`src/rtl/edfd_pkg.sv`:
```
// ----------------------------------------------------------------------------
// Earliest-free-server dispatch package
// Shared widths, types and helper functions for the dispatch block.
// ----------------------------------------------------------------------------
package edfd_pkg;

  // Pool size and internal time width.
  localparam int MAX_SERVERS = 16;
  localparam int TIME_BITS   = 48;

  // Fixed field widths of the transactions.
  localparam int ARRIVAL_BITS   = 32;
  localparam int DURATION_BITS  = 32;
  localparam int TAG_BITS       = 18;
  localparam int INDEX_OUT_BITS = 4;
  localparam int TIME_OUT_BITS  = 48;
  localparam int COUNT_BITS     = 5;

  // Derived widths.
  localparam int SERVER_IDX_BITS = (MAX_SERVERS > 1) ? $clog2(MAX_SERVERS) : 1;
  localparam int USED_BITS       = $clog2(MAX_SERVERS + 1);
  localparam int GROUP_SIZE      = 4;
  localparam int NUM_GROUPS      = (MAX_SERVERS + GROUP_SIZE - 1) / GROUP_SIZE;
  localparam int CLAMP_BITS      = (TIME_BITS > ARRIVAL_BITS) ? TIME_BITS : ARRIVAL_BITS;
  localparam int SUM_BITS        = ((TIME_BITS > DURATION_BITS) ? TIME_BITS
                                                                : DURATION_BITS) + 1;

  // Queue between the front end and the dispatch engine.
  localparam int QUEUE_DEPTH = 2;
  localparam int QPTR_BITS   = (QUEUE_DEPTH > 1) ? $clog2(QUEUE_DEPTH) : 1;
  localparam int QCNT_BITS   = $clog2(QUEUE_DEPTH + 1);

  // Configuration port.
  localparam int CFG_ADDR_BITS  = 3;
  localparam int CFG_DATA_BITS  = 32;
  localparam int REG_IDX_BITS   = CFG_ADDR_BITS - 2;
  localparam logic [REG_IDX_BITS-1:0] REG_SERVER_COUNT = '0;
  localparam logic [COUNT_BITS-1:0]   SERVER_COUNT_RESET = COUNT_BITS'(16);

  typedef logic [TIME_BITS-1:0]       time_t;
  typedef logic [SERVER_IDX_BITS-1:0] server_idx_t;
  typedef logic [USED_BITS-1:0]       used_t;
  typedef logic [DURATION_BITS-1:0]   duration_t;
  typedef logic [TAG_BITS-1:0]        tag_t;

  localparam time_t TIME_MAX = '1;

  // One queued task, arrival already clamped to the time range.
  typedef struct packed {
    time_t     arrival;
    duration_t duration;
    tag_t      tag;
  } task_entry_t;

  // Clamp a raw arrival into the time range.
  function automatic time_t clamp_arrival(input logic [ARRIVAL_BITS-1:0] a);
    logic [CLAMP_BITS-1:0] wide;
    logic [CLAMP_BITS-1:0] limit;
    wide  = CLAMP_BITS'(a);
    limit = CLAMP_BITS'(TIME_MAX);
    if (wide > limit) begin
      return TIME_MAX;
    end
    return TIME_BITS'(wide);
  endfunction

  // Number of servers taking part; zero means one, large values cap at the pool.
  function automatic used_t servers_in_use(input logic [COUNT_BITS-1:0] c);
    if (c == '0) begin
      return USED_BITS'(1);
    end
    if (int'(c) > MAX_SERVERS) begin
      return USED_BITS'(MAX_SERVERS);
    end
    return USED_BITS'(c);
  endfunction

  // Saturating time plus duration.
  function automatic time_t sat_add(input time_t a, input duration_t d);
    logic [SUM_BITS-1:0] s;
    s = SUM_BITS'(a) + SUM_BITS'(d);
    if (s > SUM_BITS'(TIME_MAX)) begin
      return TIME_MAX;
    end
    return TIME_BITS'(s);
  endfunction

endpackage

```
`src/rtl/edfd_ifs.sv`:
```
// ----------------------------------------------------------------------------
// Earliest-free-server dispatch channel interfaces
// Valid/ready channels for incoming tasks and outgoing dispatch results.
// ----------------------------------------------------------------------------

// Task channel: one transaction carries one task.
interface edfd_task_if import edfd_pkg::*; ();
  logic                    valid;
  logic                    ready;
  logic [ARRIVAL_BITS-1:0] arrival_time;
  logic [DURATION_BITS-1:0] duration;
  logic [TAG_BITS-1:0]     task_tag;

  modport source(output valid, arrival_time, duration, task_tag, input ready);
  modport sink(input valid, arrival_time, duration, task_tag, output ready);
endinterface

// Result channel: one transaction carries one dispatch decision.
interface edfd_result_if import edfd_pkg::*; ();
  logic                      valid;
  logic                      ready;
  logic [INDEX_OUT_BITS-1:0] server_index;
  logic [TAG_BITS-1:0]       task_tag_out;
  logic                      waited;
  logic [TIME_OUT_BITS-1:0]  start_time;
  logic [TIME_OUT_BITS-1:0]  finish_time;

  modport source(output valid, server_index, task_tag_out, waited, start_time,
                 finish_time, input ready);
  modport sink(input valid, server_index, task_tag_out, waited, start_time,
               finish_time, output ready);
endinterface

```
`src/rtl/edfd_front.sv`:
```
// ----------------------------------------------------------------------------
// Dispatch front end
// Accepts task transactions, clamps the arrival time and holds them in a
// short queue for the dispatch engine.
// ----------------------------------------------------------------------------
module edfd_front import edfd_pkg::*; (
  input  logic        clk,
  input  logic        rst,
  edfd_task_if.sink   tasks,
  output task_entry_t q_entry,
  output logic        q_valid,
  input  logic        q_ready
);

  task_entry_t            slots [QUEUE_DEPTH];
  logic [QPTR_BITS-1:0]   wr_ptr;
  logic [QPTR_BITS-1:0]   rd_ptr;
  logic [QCNT_BITS-1:0]   count;
  logic                   push;
  logic                   pop;

  // Handshake decode.
  assign tasks.ready = (count != QCNT_BITS'(QUEUE_DEPTH));
  assign push        = tasks.valid && tasks.ready;
  assign q_valid     = (count != '0);
  assign pop         = q_valid && q_ready;
  assign q_entry     = slots[rd_ptr];

  // Queue storage; entries carry no reset.
  always_ff @(posedge clk) begin
    if (push) begin
      slots[wr_ptr] <= '{arrival:  clamp_arrival(tasks.arrival_time),
                         duration: tasks.duration,
                         tag:      tasks.task_tag};
    end
  end

  // Queue pointers and occupancy.
  always_ff @(posedge clk) begin
    if (rst) begin
      wr_ptr <= '0;
      rd_ptr <= '0;
      count  <= '0;
    end else begin
      if (push) begin
        wr_ptr <= (wr_ptr == QPTR_BITS'(QUEUE_DEPTH - 1)) ? '0 : wr_ptr + QPTR_BITS'(1);
      end
      if (pop) begin
        rd_ptr <= (rd_ptr == QPTR_BITS'(QUEUE_DEPTH - 1)) ? '0 : rd_ptr + QPTR_BITS'(1);
      end
      if (push && !pop) begin
        count <= count + QCNT_BITS'(1);
      end else if (pop && !push) begin
        count <= count - QCNT_BITS'(1);
      end
    end
  end

endmodule

```
`src/rtl/edfd_back.sv`:
```
// ----------------------------------------------------------------------------
// Dispatch engine
// Keeps the per-server finish times, finds the lowest free server or the
// earliest finishing busy one, updates it and registers the result.
// ----------------------------------------------------------------------------
module edfd_back import edfd_pkg::*; (
  input  logic          clk,
  input  logic          rst,
  input  used_t         n_used,
  input  task_entry_t   q_entry,
  input  logic          q_valid,
  output logic          q_ready,
  edfd_result_if.source results
);

  typedef enum logic [1:0] {
    S_SCAN,
    S_PICK,
    S_FIN
  } state_t;

  state_t      state;
  time_t       finish [MAX_SERVERS];

  // Scan stage registers.
  task_entry_t cur;
  logic        p_found;
  server_idx_t p_free_idx;
  time_t       g_best  [NUM_GROUPS];
  server_idx_t g_idx   [NUM_GROUPS];
  logic        g_valid [NUM_GROUPS];

  // Pick stage registers.
  time_t       f_start;
  server_idx_t f_chosen;
  logic        f_waited;

  // Output register.
  logic        out_valid;
  server_idx_t out_idx;
  tag_t        out_tag;
  logic        out_waited;
  time_t       out_start;
  time_t       out_finish;

  // Combinational results of each step.
  logic [MAX_SERVERS-1:0] used;
  logic [MAX_SERVERS-1:0] free;
  logic        scan_found;
  server_idx_t scan_free_idx;
  time_t       scan_best  [NUM_GROUPS];
  server_idx_t scan_idx   [NUM_GROUPS];
  logic        scan_valid [NUM_GROUPS];
  time_t       pick_start;
  server_idx_t pick_idx;
  logic        pick_any;
  time_t       fin_value;
  logic        fin_go;

  assign q_ready = (state == S_SCAN);

  // Free flags and the lowest-numbered free server.
  always_comb begin
    for (int i = 0; i < MAX_SERVERS; i++) begin
      used[i] = (USED_BITS'(i) < n_used);
      free[i] = used[i] && (finish[i] <= q_entry.arrival);
    end
    scan_found    = |free;
    scan_free_idx = '0;
    for (int i = MAX_SERVERS - 1; i >= 0; i--) begin
      if (free[i]) begin
        scan_free_idx = SERVER_IDX_BITS'(i);
      end
    end
  end

  // First level of the minimum search: earliest finish within each group.
  always_comb begin
    for (int g = 0; g < NUM_GROUPS; g++) begin
      scan_best[g]  = '0;
      scan_idx[g]   = '0;
      scan_valid[g] = 1'b0;
      for (int k = 0; k < GROUP_SIZE; k++) begin
        if (g * GROUP_SIZE + k < MAX_SERVERS) begin
          if (used[g * GROUP_SIZE + k] &&
              (!scan_valid[g] || (finish[g * GROUP_SIZE + k] < scan_best[g]))) begin
            scan_best[g]  = finish[g * GROUP_SIZE + k];
            scan_idx[g]   = SERVER_IDX_BITS'(g * GROUP_SIZE + k);
            scan_valid[g] = 1'b1;
          end
        end
      end
    end
  end

  // Second level: earliest finish over the groups, or the free server.
  always_comb begin
    pick_start = '0;
    pick_idx   = '0;
    pick_any   = 1'b0;
    for (int g = 0; g < NUM_GROUPS; g++) begin
      if (g_valid[g] && (!pick_any || (g_best[g] < pick_start))) begin
        pick_start = g_best[g];
        pick_idx   = g_idx[g];
        pick_any   = 1'b1;
      end
    end
    if (p_found) begin
      pick_start = cur.arrival;
      pick_idx   = p_free_idx;
    end
  end

  // New finish time, committed once the output register can take it.
  assign fin_value = sat_add(f_start, cur.duration);
  assign fin_go    = !out_valid || results.ready;

  // Sequencer, finish times and registered outputs.
  always_ff @(posedge clk) begin
    if (rst) begin
      state     <= S_SCAN;
      out_valid <= 1'b0;
      for (int i = 0; i < MAX_SERVERS; i++) begin
        finish[i] <= '0;
      end
    end else begin
      // The result is loaded by a commit and cleared once it is taken.
      if ((state == S_FIN) && fin_go) begin
        out_valid <= 1'b1;
      end else if (results.valid && results.ready) begin
        out_valid <= 1'b0;
      end
      unique case (state)
        S_SCAN: begin
          if (q_valid) begin
            cur        <= q_entry;
            p_found    <= scan_found;
            p_free_idx <= scan_free_idx;
            for (int g = 0; g < NUM_GROUPS; g++) begin
              g_best[g]  <= scan_best[g];
              g_idx[g]   <= scan_idx[g];
              g_valid[g] <= scan_valid[g];
            end
            state <= S_PICK;
          end
        end
        S_PICK: begin
          f_start  <= pick_start;
          f_chosen <= pick_idx;
          f_waited <= !p_found;
          state    <= S_FIN;
        end
        S_FIN: begin
          if (fin_go) begin
            finish[f_chosen] <= fin_value;
            out_idx          <= f_chosen;
            out_tag          <= cur.tag;
            out_waited       <= f_waited;
            out_start        <= f_start;
            out_finish       <= fin_value;
            state            <= S_SCAN;
          end
        end
        default: begin
          state <= S_SCAN;
        end
      endcase
    end
  end

  // Result channel.
  assign results.valid        = out_valid;
  assign results.server_index = INDEX_OUT_BITS'(out_idx);
  assign results.task_tag_out = out_tag;
  assign results.waited       = out_waited;
  assign results.start_time   = TIME_OUT_BITS'(out_start);
  assign results.finish_time  = TIME_OUT_BITS'(out_finish);

endmodule

```
`src/rtl/earliest_free_server_dispatch.sv`:
```
// ----------------------------------------------------------------------------
// Earliest-free-server dispatch
// Assigns each task to the lowest free server, or queues it on the server
// that finishes first, and reports the server, start and finish times.
//
//   Channel   Direction  Transaction
//   tasks     in         arrival_time, duration, task_tag
//   results   out        server_index, task_tag_out, waited, start_time,
//                        finish_time
//   APB       in/out     server_count register at byte address 0
//
// Each task passes through three steps in the dispatch engine: a free-flag and
// grouped minimum scan, a final minimum pick, and a saturating add that
// writes the chosen finish time back; the next task's scan needs that write.
// A two-entry queue accepts tasks until it is full while a result waits to be taken.
// Reset (synchronous) clears every finish time and sets server_count to 16.
// ----------------------------------------------------------------------------
module earliest_free_server_dispatch import edfd_pkg::*; (
  input  logic                     clk,
  input  logic                     rst,
  edfd_task_if.sink                tasks,
  edfd_result_if.source            results,
  input  logic                     psel,
  input  logic                     penable,
  input  logic                     pwrite,
  input  logic [CFG_ADDR_BITS-1:0] paddr,
  input  logic [CFG_DATA_BITS-1:0] pwdata,
  output logic [CFG_DATA_BITS-1:0] prdata,
  output logic                     pready
);

  logic [COUNT_BITS-1:0]   server_count;
  logic [REG_IDX_BITS-1:0] reg_idx;
  logic                    cfg_write;
  used_t                   n_used;
  task_entry_t             q_entry;
  logic                    q_valid;
  logic                    q_ready;

  // Register decode.
  assign pready    = 1'b1;
  assign reg_idx   = paddr[CFG_ADDR_BITS-1:2];
  assign cfg_write = psel && penable && pwrite && pready;

  always_ff @(posedge clk) begin
    if (rst) begin
      server_count <= SERVER_COUNT_RESET;
    end else if (cfg_write && (reg_idx == REG_SERVER_COUNT)) begin
      server_count <= pwdata[COUNT_BITS-1:0];
    end
  end

  // Read back.
  always_comb begin
    prdata = '0;
    if (reg_idx == REG_SERVER_COUNT) begin
      prdata = CFG_DATA_BITS'(server_count);
    end
  end

  assign n_used = servers_in_use(server_count);

  // Front end: accept and queue tasks.
  edfd_front u_front (
    .clk     (clk),
    .rst     (rst),
    .tasks   (tasks),
    .q_entry (q_entry),
    .q_valid (q_valid),
    .q_ready (q_ready)
  );

  // Back end: dispatch against the server finish times.
  edfd_back u_back (
    .clk     (clk),
    .rst     (rst),
    .n_used  (n_used),
    .q_entry (q_entry),
    .q_valid (q_valid),
    .q_ready (q_ready),
    .results (results)
  );

`ifndef ASSERT_OFF
  // A result never names a server outside the pool in use.
  a_index_in_pool: assert property (@(posedge clk) disable iff (rst)
    results.valid |-> (results.server_index < n_used))
    else $error("dispatch result names a server outside the pool in use");

  // The new finish time never falls before the start time.
  a_finish_after_start: assert property (@(posedge clk) disable iff (rst)
    results.valid |-> ((TIME_BITS > TIME_OUT_BITS) ||
                       (results.finish_time >= results.start_time)))
    else $error("dispatch finish time is before its start time");

  // A task that found a free server has a finish time no earlier than its start time.
  a_no_wait_when_idle: assert property (@(posedge clk) disable iff (rst)
    results.valid && !results.waited |-> (results.finish_time >= results.start_time))
    else $error("free-server dispatch has inconsistent times");
`endif

endmodule

```
`src/flat_wrapper.sv`:
```
// flat-port wrapper written by rule: the top's interface ports become plain ports
module earliest_free_server_dispatch_flat import edfd_pkg::*;
  (clk, rst, psel, penable, pwrite, paddr, pwdata, prdata, pready, tasks_valid, tasks_arrival_time, tasks_duration, tasks_task_tag, tasks_ready, results_valid, results_server_index, results_task_tag_out, results_waited, results_start_time, results_finish_time, results_ready);
  edfd_task_if tasks_i ();
  edfd_result_if results_i ();
  input  logic clk;
  input  logic rst;
  input  logic psel;
  input  logic penable;
  input  logic pwrite;
  input  logic [CFG_ADDR_BITS-1:0] paddr;
  input  logic [CFG_DATA_BITS-1:0] pwdata;
  output logic [CFG_DATA_BITS-1:0] prdata;
  output logic pready;
  input wire logic [$bits(tasks_i.valid)-1:0] tasks_valid;
  input wire logic [$bits(tasks_i.arrival_time)-1:0] tasks_arrival_time;
  input wire logic [$bits(tasks_i.duration)-1:0] tasks_duration;
  input wire logic [$bits(tasks_i.task_tag)-1:0] tasks_task_tag;
  output wire logic [$bits(tasks_i.ready)-1:0] tasks_ready;
  output wire logic [$bits(results_i.valid)-1:0] results_valid;
  output wire logic [$bits(results_i.server_index)-1:0] results_server_index;
  output wire logic [$bits(results_i.task_tag_out)-1:0] results_task_tag_out;
  output wire logic [$bits(results_i.waited)-1:0] results_waited;
  output wire logic [$bits(results_i.start_time)-1:0] results_start_time;
  output wire logic [$bits(results_i.finish_time)-1:0] results_finish_time;
  input wire logic [$bits(results_i.ready)-1:0] results_ready;
  assign tasks_i.valid = tasks_valid;
  assign tasks_i.arrival_time = tasks_arrival_time;
  assign tasks_i.duration = tasks_duration;
  assign tasks_i.task_tag = tasks_task_tag;
  assign tasks_ready = tasks_i.ready;
  assign results_valid = results_i.valid;
  assign results_server_index = results_i.server_index;
  assign results_task_tag_out = results_i.task_tag_out;
  assign results_waited = results_i.waited;
  assign results_start_time = results_i.start_time;
  assign results_finish_time = results_i.finish_time;
  assign results_i.ready = results_ready;
  earliest_free_server_dispatch u_core (.clk(clk), .rst(rst), .tasks(tasks_i), .results(results_i), .psel(psel), .penable(penable), .pwrite(pwrite), .paddr(paddr), .pwdata(pwdata), .prdata(prdata), .pready(pready));
endmodule
```
`config.mk`:
```
export PLATFORM = sky130hd
export DESIGN_NAME = earliest_free_server_dispatch_flat
export DESIGN_NICKNAME = d
export VERILOG_FILES = /design/src/rtl/edfd_pkg.sv /design/src/rtl/edfd_ifs.sv /design/src/rtl/edfd_front.sv /design/src/rtl/edfd_back.sv /design/src/rtl/earliest_free_server_dispatch.sv /design/src/flat_wrapper.sv
export SDC_FILE = /design/constraint.sdc
export NUM_CORES = 2
export LEC_CHECK = 0
export ABC_AREA = 1
export BUFFER_PORTS_ARGS = -buffer_cell sky130_fd_sc_hd__buf_2
export CAP_MARGIN = 20
export CORE_ASPECT_RATIO = 1.1
export CORE_UTILIZATION = 30
export CTS_CLUSTER_SIZE = 8
export DETAILED_ROUTE_END_ITERATION = 10
export SLEW_MARGIN = 20
export SYNTH_ARGS = -nofsm -noshare
export SYNTH_HDL_FRONTEND = slang
export SYNTH_HIERARCHICAL = 1
export SYNTH_SLANG_ARGS = --single-unit
```
`constraint.sdc`:
```
create_clock -name clk -period 43.9 [get_ports clk]
set_clock_uncertainty 0.2 [all_clocks]
set_input_delay 8.78 -clock clk [delete_from_list [all_inputs] [get_ports clk]]
set_output_delay 8.78 -clock clk [all_outputs]
set_load 0.03 [all_outputs]
```
Word-level counts from Yosys, hierarchy flattened
Memory sizes are Yosys's and may differ from the RTL's. A register that Yosys moved wholly into a read port is not among the register bits.
Cells that the tools add are included.
{"block": "classes", "mux": 112, "n_reduce_logical": 89, "addsub": 5, "eq_ne": 5, "n_lt_le_gt_ge": 49, "bitwise_logic": 2}
{"op": "$mux W48", "n": 24}
{"op": "$le A48 B48 Y1", "n": 16}
{"op": "$lt A48 B48 Y1", "n": 15}
{"op": "$mux W4", "n": 27}
{"op": "$add A48 B32 Y49", "n": 1}
{"op": "$gt A49 B48 Y1 const B", "n": 1}
{"op": "$reduce_or A48 Y1", "n": 1}
{"op": "$mux W1", "n": 44}
{"op": "$logic_and A1 B1 Y1", "n": 40}
{"op": "$lt A4 B5 Y1 const A", "n": 8}
{"op": "$mux W5", "n": 5}
{"op": "$lt A3 B5 Y1 const A", "n": 4}
{"op": "$logic_not A1 Y1", "n": 19}
{"op": "$logic_or A1 B1 Y1", "n": 16}
{"op": "$reduce_or A16 Y1", "n": 1}
{"op": "$mux W3", "n": 5}
{"op": "$mux W2", "n": 6}
{"op": "$lt A1 B5 Y1 const A", "n": 2}
{"op": "$lt A2 B5 Y1 const A", "n": 2}
{"op": "$reduce_or A8 Y1", "n": 1}
{"op": "$ne A2 B2 Y1 const B", "n": 3}
{"op": "$pmux W2 S3", "n": 1}
{"op": "$reduce_and A3 Y1", "n": 2}
{"op": "$reduce_bool A2 Y1", "n": 3}
{"op": "12 further kinds", "n": 15}
{"block": "word_totals", "regBits": 287, "n_memories": 5, "out_inout_bits": 154, "mem_bits_rw": 1144, "elab_cells": 289, "in_bits": 124}
{"memory": "u_core.u_back.finish", "depth": 16, "word_bits": 48, "read_ports": 16, "rd_ports_with_merged_regs": 0, "wr": 16, "line_no": "edfd_back.sv:23", "rtl": "time_t finish [MAX_SERVERS];"}
{"memory": "u_core.u_back.g_best", "depth": 4, "word_bits": 48, "read_ports": 4, "rd_ports_with_merged_regs": 0, "wr": 4, "line_no": "edfd_back.sv:29", "rtl": "time_t g_best [NUM_GROUPS];"}
{"memory": "u_core.u_front.slots", "depth": 2, "word_bits": 82, "read_ports": 1, "rd_ports_with_merged_regs": 1, "wr": 1, "line_no": "edfd_front.sv:15", "rtl": "task_entry_t slots [QUEUE_DEPTH];"}
{"memory": "u_core.u_back.g_idx", "depth": 4, "word_bits": 4, "read_ports": 4, "rd_ports_with_merged_regs": 0, "wr": 4, "line_no": "edfd_back.sv:30", "rtl": "server_idx_t g_idx [NUM_GROUPS];"}
{"memory": "u_core.u_back.g_valid", "depth": 4, "word_bits": 1, "read_ports": 4, "rd_ports_with_merged_regs": 0, "wr": 4, "line_no": "edfd_back.sv:31", "rtl": "logic g_valid [NUM_GROUPS];"}

Depth between registers and ports, before layout
{"block": "logic_depth", "ltp_word": 22, "ltp_mapped": 60}

Cells and area by module
The synthesis kept the hierarchy.
{"module": "edfd_back", "cells_per_inst": 9726, "n_inst": 1, "area_each_um2": 87416.3, "seq_area_each_um2": 37596.1}
{"module": "edfd_front", "cells_per_inst": 309, "n_inst": 1, "area_each_um2": 6682.7, "seq_area_each_um2": 5024.8}
{"module": "earliest_free_server_dispatch", "cells_per_inst": 83, "n_inst": 1, "area_each_um2": 523.0, "seq_area_each_um2": 100.1}

Worst setup path before layout
OpenSTA, ideal clock, no wires.
{"block": "synth_timing", "kind": "input-to-reg", "from": "input port rst", "to": "memory u_core/u_back/finish[0][0] (netlist bit), enable pin", "stages": 6, "slack_ns": 22.696, "arrival_time_ns": 20.597, "n_path_buf": 1, "required_ns": 43.293, "setup_time_ns": 0.407, "cell_sequence": "nor3_1 > nand3_1 > nor2_1 > clkinv_1 > clkbuf_1 > nand2_1"}
{"element": "start: declaration", "line_no": "flat_wrapper.sv:7", "rtl": "input logic rst;"}
{"element": "end: declaration", "line_no": "edfd_back.sv:23"}

Worst setup path in the final report
{"block": "layout_timing", "from": "input port paddr[2]", "to": "output port prdata[3]"}
{"block": "layout_via", "elab_chain_cells": 1}
{"element": "start: declaration", "line_no": "flat_wrapper.sv:11", "rtl": "input logic [CFG_ADDR_BITS-1:0] paddr;"}
{"element": "$mux W5", "line_no": "earliest_free_server_dispatch.sv:56", "rtl": "if (reg_idx == REG_SERVER_COUNT) begin"}
{"element": "end: declaration", "line_no": "flat_wrapper.sv:13", "rtl": "output logic [CFG_DATA_BITS-1:0] prdata;"}
Every way passes these cells.

==> results.cfg <==
[route]
final_antenna_net_count = 0
drt_iter0_markers = 6879
vias_per_cell = 5.15
drcViolationCount = 0
routed_wl_mm = 322
post_drt_wl_per_cell_um = 22.2
vias = 75000
drt_pass1_iterations = 6

[floorplan]
initial_core_util_pct = 30.2
core_area_mm2 = 0.313
pin_count = 278
rows = 215
fp.dieW_um = 537
die_y_um = 591
fp.dieArea_mm2 = 0.318

[clock_tree]
clockBufferDepth = 4
clock_latency_ns = 0.87
cts.sinks = 1427
cts_resized = 0
post_cts_buffers = 0
cts_buffers = 206
tritoncts = done
ctsHoldBuffers = 0
htreeDepth = 4
root_buffer = clkbuf_16
clk_pin_slew_worst_paths_ns = 0.05

[timing]
max-slew-margin-rel_pct = 11.7
setup_tns_ns = 0
tightest_slew_ns = 1.31
fin_crit_sh_pct = 41.5
hold_viol_final = 0
fmax_ghz = 0.0549
min_period_ns = 18.21
drv_slew = 0
rsz0062_at_grt = false
final-setup-viol-count = 0

[power_and_ir_drop]
power_w = 0.00532
p_leak_nw = 48.3
ir_drop_mv = 0.0398
powerDensity_mw_per_mm2 = 50.1

[final_layout]
seqCellArea_mm2 = 0.0427
area_delta_synth_final_pct = 12.2
layout-drive-gt1-share_pct = 7.77
multi_input_area_mm2 = 0.0468
nFillCells = 31800
finalNetCount = 12000

[yosys]
yosys.area.top_type = edfxtp_1
synthTopCellsByCount = nand2_1 (2,622), ha_1 (1,506), edfxtp_1 (1,414)
syn-cell-area_mm2 = 0.0946
synth_area_leaders = edfxtp_1 (45%), ha_1 (20%), nand2_1 (10%), inv_1 (3.7%), o21ai_0 (3.3%)
syn_area_per_cell_um2 = 9.35
synth_edf_count = 1414
ys_ff_latch = 1427
yosys_warnings = 6
seq_area_frac_synth_pct = 45.1
ys_types = 69
syn_inst = 10100
synth_top_cell_area_share_pct = 44.9
yosysMostFrequentCell = nand2_1
async_reset_ff_share_pct = 0
synth_ff_type = edfxtp_1

[worst_setup_path]
rr_endpoint = u_core/u_back/g_best[0][28]
crit_fanout = 7
r2r_slack_ns = 29.02
r2r_start = u_core/server_count[4]
cp-start-kind = input port
critPathKind = input port to output port
endpoint_kind = output port
startpoint = paddr[2]
worstPathRequired_ns = 34.92
arrival_ns = 9.23
setup.worst_path.end = prdata[3]
r2r_cells = 44

[outcome]
status = complete, no violations

[global_routing]
grt_pass1_wl_mm = 464
grt-ovfl-total = 0
antenna_found_initial = 10
grt_pass1_vias = 70700
grt_max_degree = 98
grt_use_total_pct = 19.8

[placement]
dp_hpwl_mm = 238
place_congestion = 0.944
place.port_buffers = 220

[flow_run]
drv_cap = 0

[hold_path]
hold_class = register to register
## placed cells by master, fill, tap and decap left out, drive strengths merged, types with 146 or more instances in the layout
cell type	instances
inv	942
nor2	701
buf	398
nand3	389
ha	1506
edfxtp	1414
nand4	146
o21ai	683
nand2	2641
clkbuf	241
a21oi	629
## where the power goes
group	internal, W	switching, W	leakage [nW]
combinational	0.000592	0.00153	31.7
sequential	0.00170	0.0000785	14.0
clock	0.000838	0.000582	2.64
total	0.00313	0.00219	48.3
## metal layers
metal  wire (um)  GRT usage [%]
met1      130000           24.7
met2      150000           33.2
met3       22400           2.47
met4       19700           10.8
met5          32              0
## cells by family after synthesis
kind of cell / share of synthesized area (%)
AO/OA/AOI/OAI: 9.82
XOR/XNOR: 0.426
multiplexers: 1.29
AND/OR/NAND/NOR: 17.5
adder cells (fa/ha/maj): 19.9
flip-flops: 45.1
buffers and inverters: 5.83
other: 0.0119
## critical path, stage by stage
cell,delay (ns)
buf_2,0.14
nor2_1,0.11
buf_2,0.20
## worst min-delay path by stage
stage                               start                                      to  slack (ns)  cells past startpoint
floorplan            u_core/u_back/cur[0]   u_core/u_back/results.task_tag_out[0]        0.20                      0
global placement     u_core/u_back/cur[2]   u_core/u_back/results.task_tag_out[2]        0.20                      0
detailed placement   u_core/u_back/cur[3]   u_core/u_back/results.task_tag_out[3]        0.20                      0
CTS                 u_core/u_back/cur[16]  u_core/u_back/results.task_tag_out[16]        0.21                      0
global route        u_core/u_back/cur[16]  u_core/u_back/results.task_tag_out[16]        0.22                      0
finish               u_core/u_back/cur[2]   u_core/u_back/results.task_tag_out[2]        0.21                      0
## state kept, by name (all words and copies together), names as in the netlist, 2 cells and up, named ones only
name	count
u_core/u_back/f_start	48
u_core/server_count	5
u_core/u_back/cur	98
u_core/u_back/finish	768
u_core/u_back/p_free_idx	4
u_core/u_back/results.finish_time	48
u_core/u_front/count	2
u_core/u_front/slots	164
u_core/u_back/g_idx	11
u_core/u_back/state	2
u_core/u_back/results.start_time	48
u_core/u_back/g_valid	4
u_core/u_back/g_best	192
u_core/u_back/results.task_tag_out	18
u_core/u_back/f_chosen	4
u_core/u_back/results.server_index	4
## metrics by stage
| stage | setup WS [ns] | hold WS, ns | cell area [um2] | instances | util (%) |
|---|---|---|---|---|---|
| after detailed placement | 25.69 | 0.205 | 101000 | 14300 | 32.2 |
| after global routing | 25.64 | 0.216 | 106000 | 14500 | 33.9 |
| after floorplan | 22.70 | 0.200 | 94800 | 10200 | - |
| after global placement | 25.70 | 0.200 | 101000 | 14300 | 32.2 |
| final | 25.69 | 0.213 | 106000 | 14600 | 33.9 |
| after CTS | 25.69 | 0.214 | 106000 | 14500 | 33.9 |
## area by class of cell
type	count	share of cell area [%]
sequential	1427	40.3
clock inverter	7	0.0542
tap	4123	4.86
timing repair buffer	398	2.30
multi-input combinational	7390	44.1
inverter	959	3.39
antenna	7	0.0165
clock buffer	241	5.04
No activity file was read; power rests on OpenSTA's default activity.
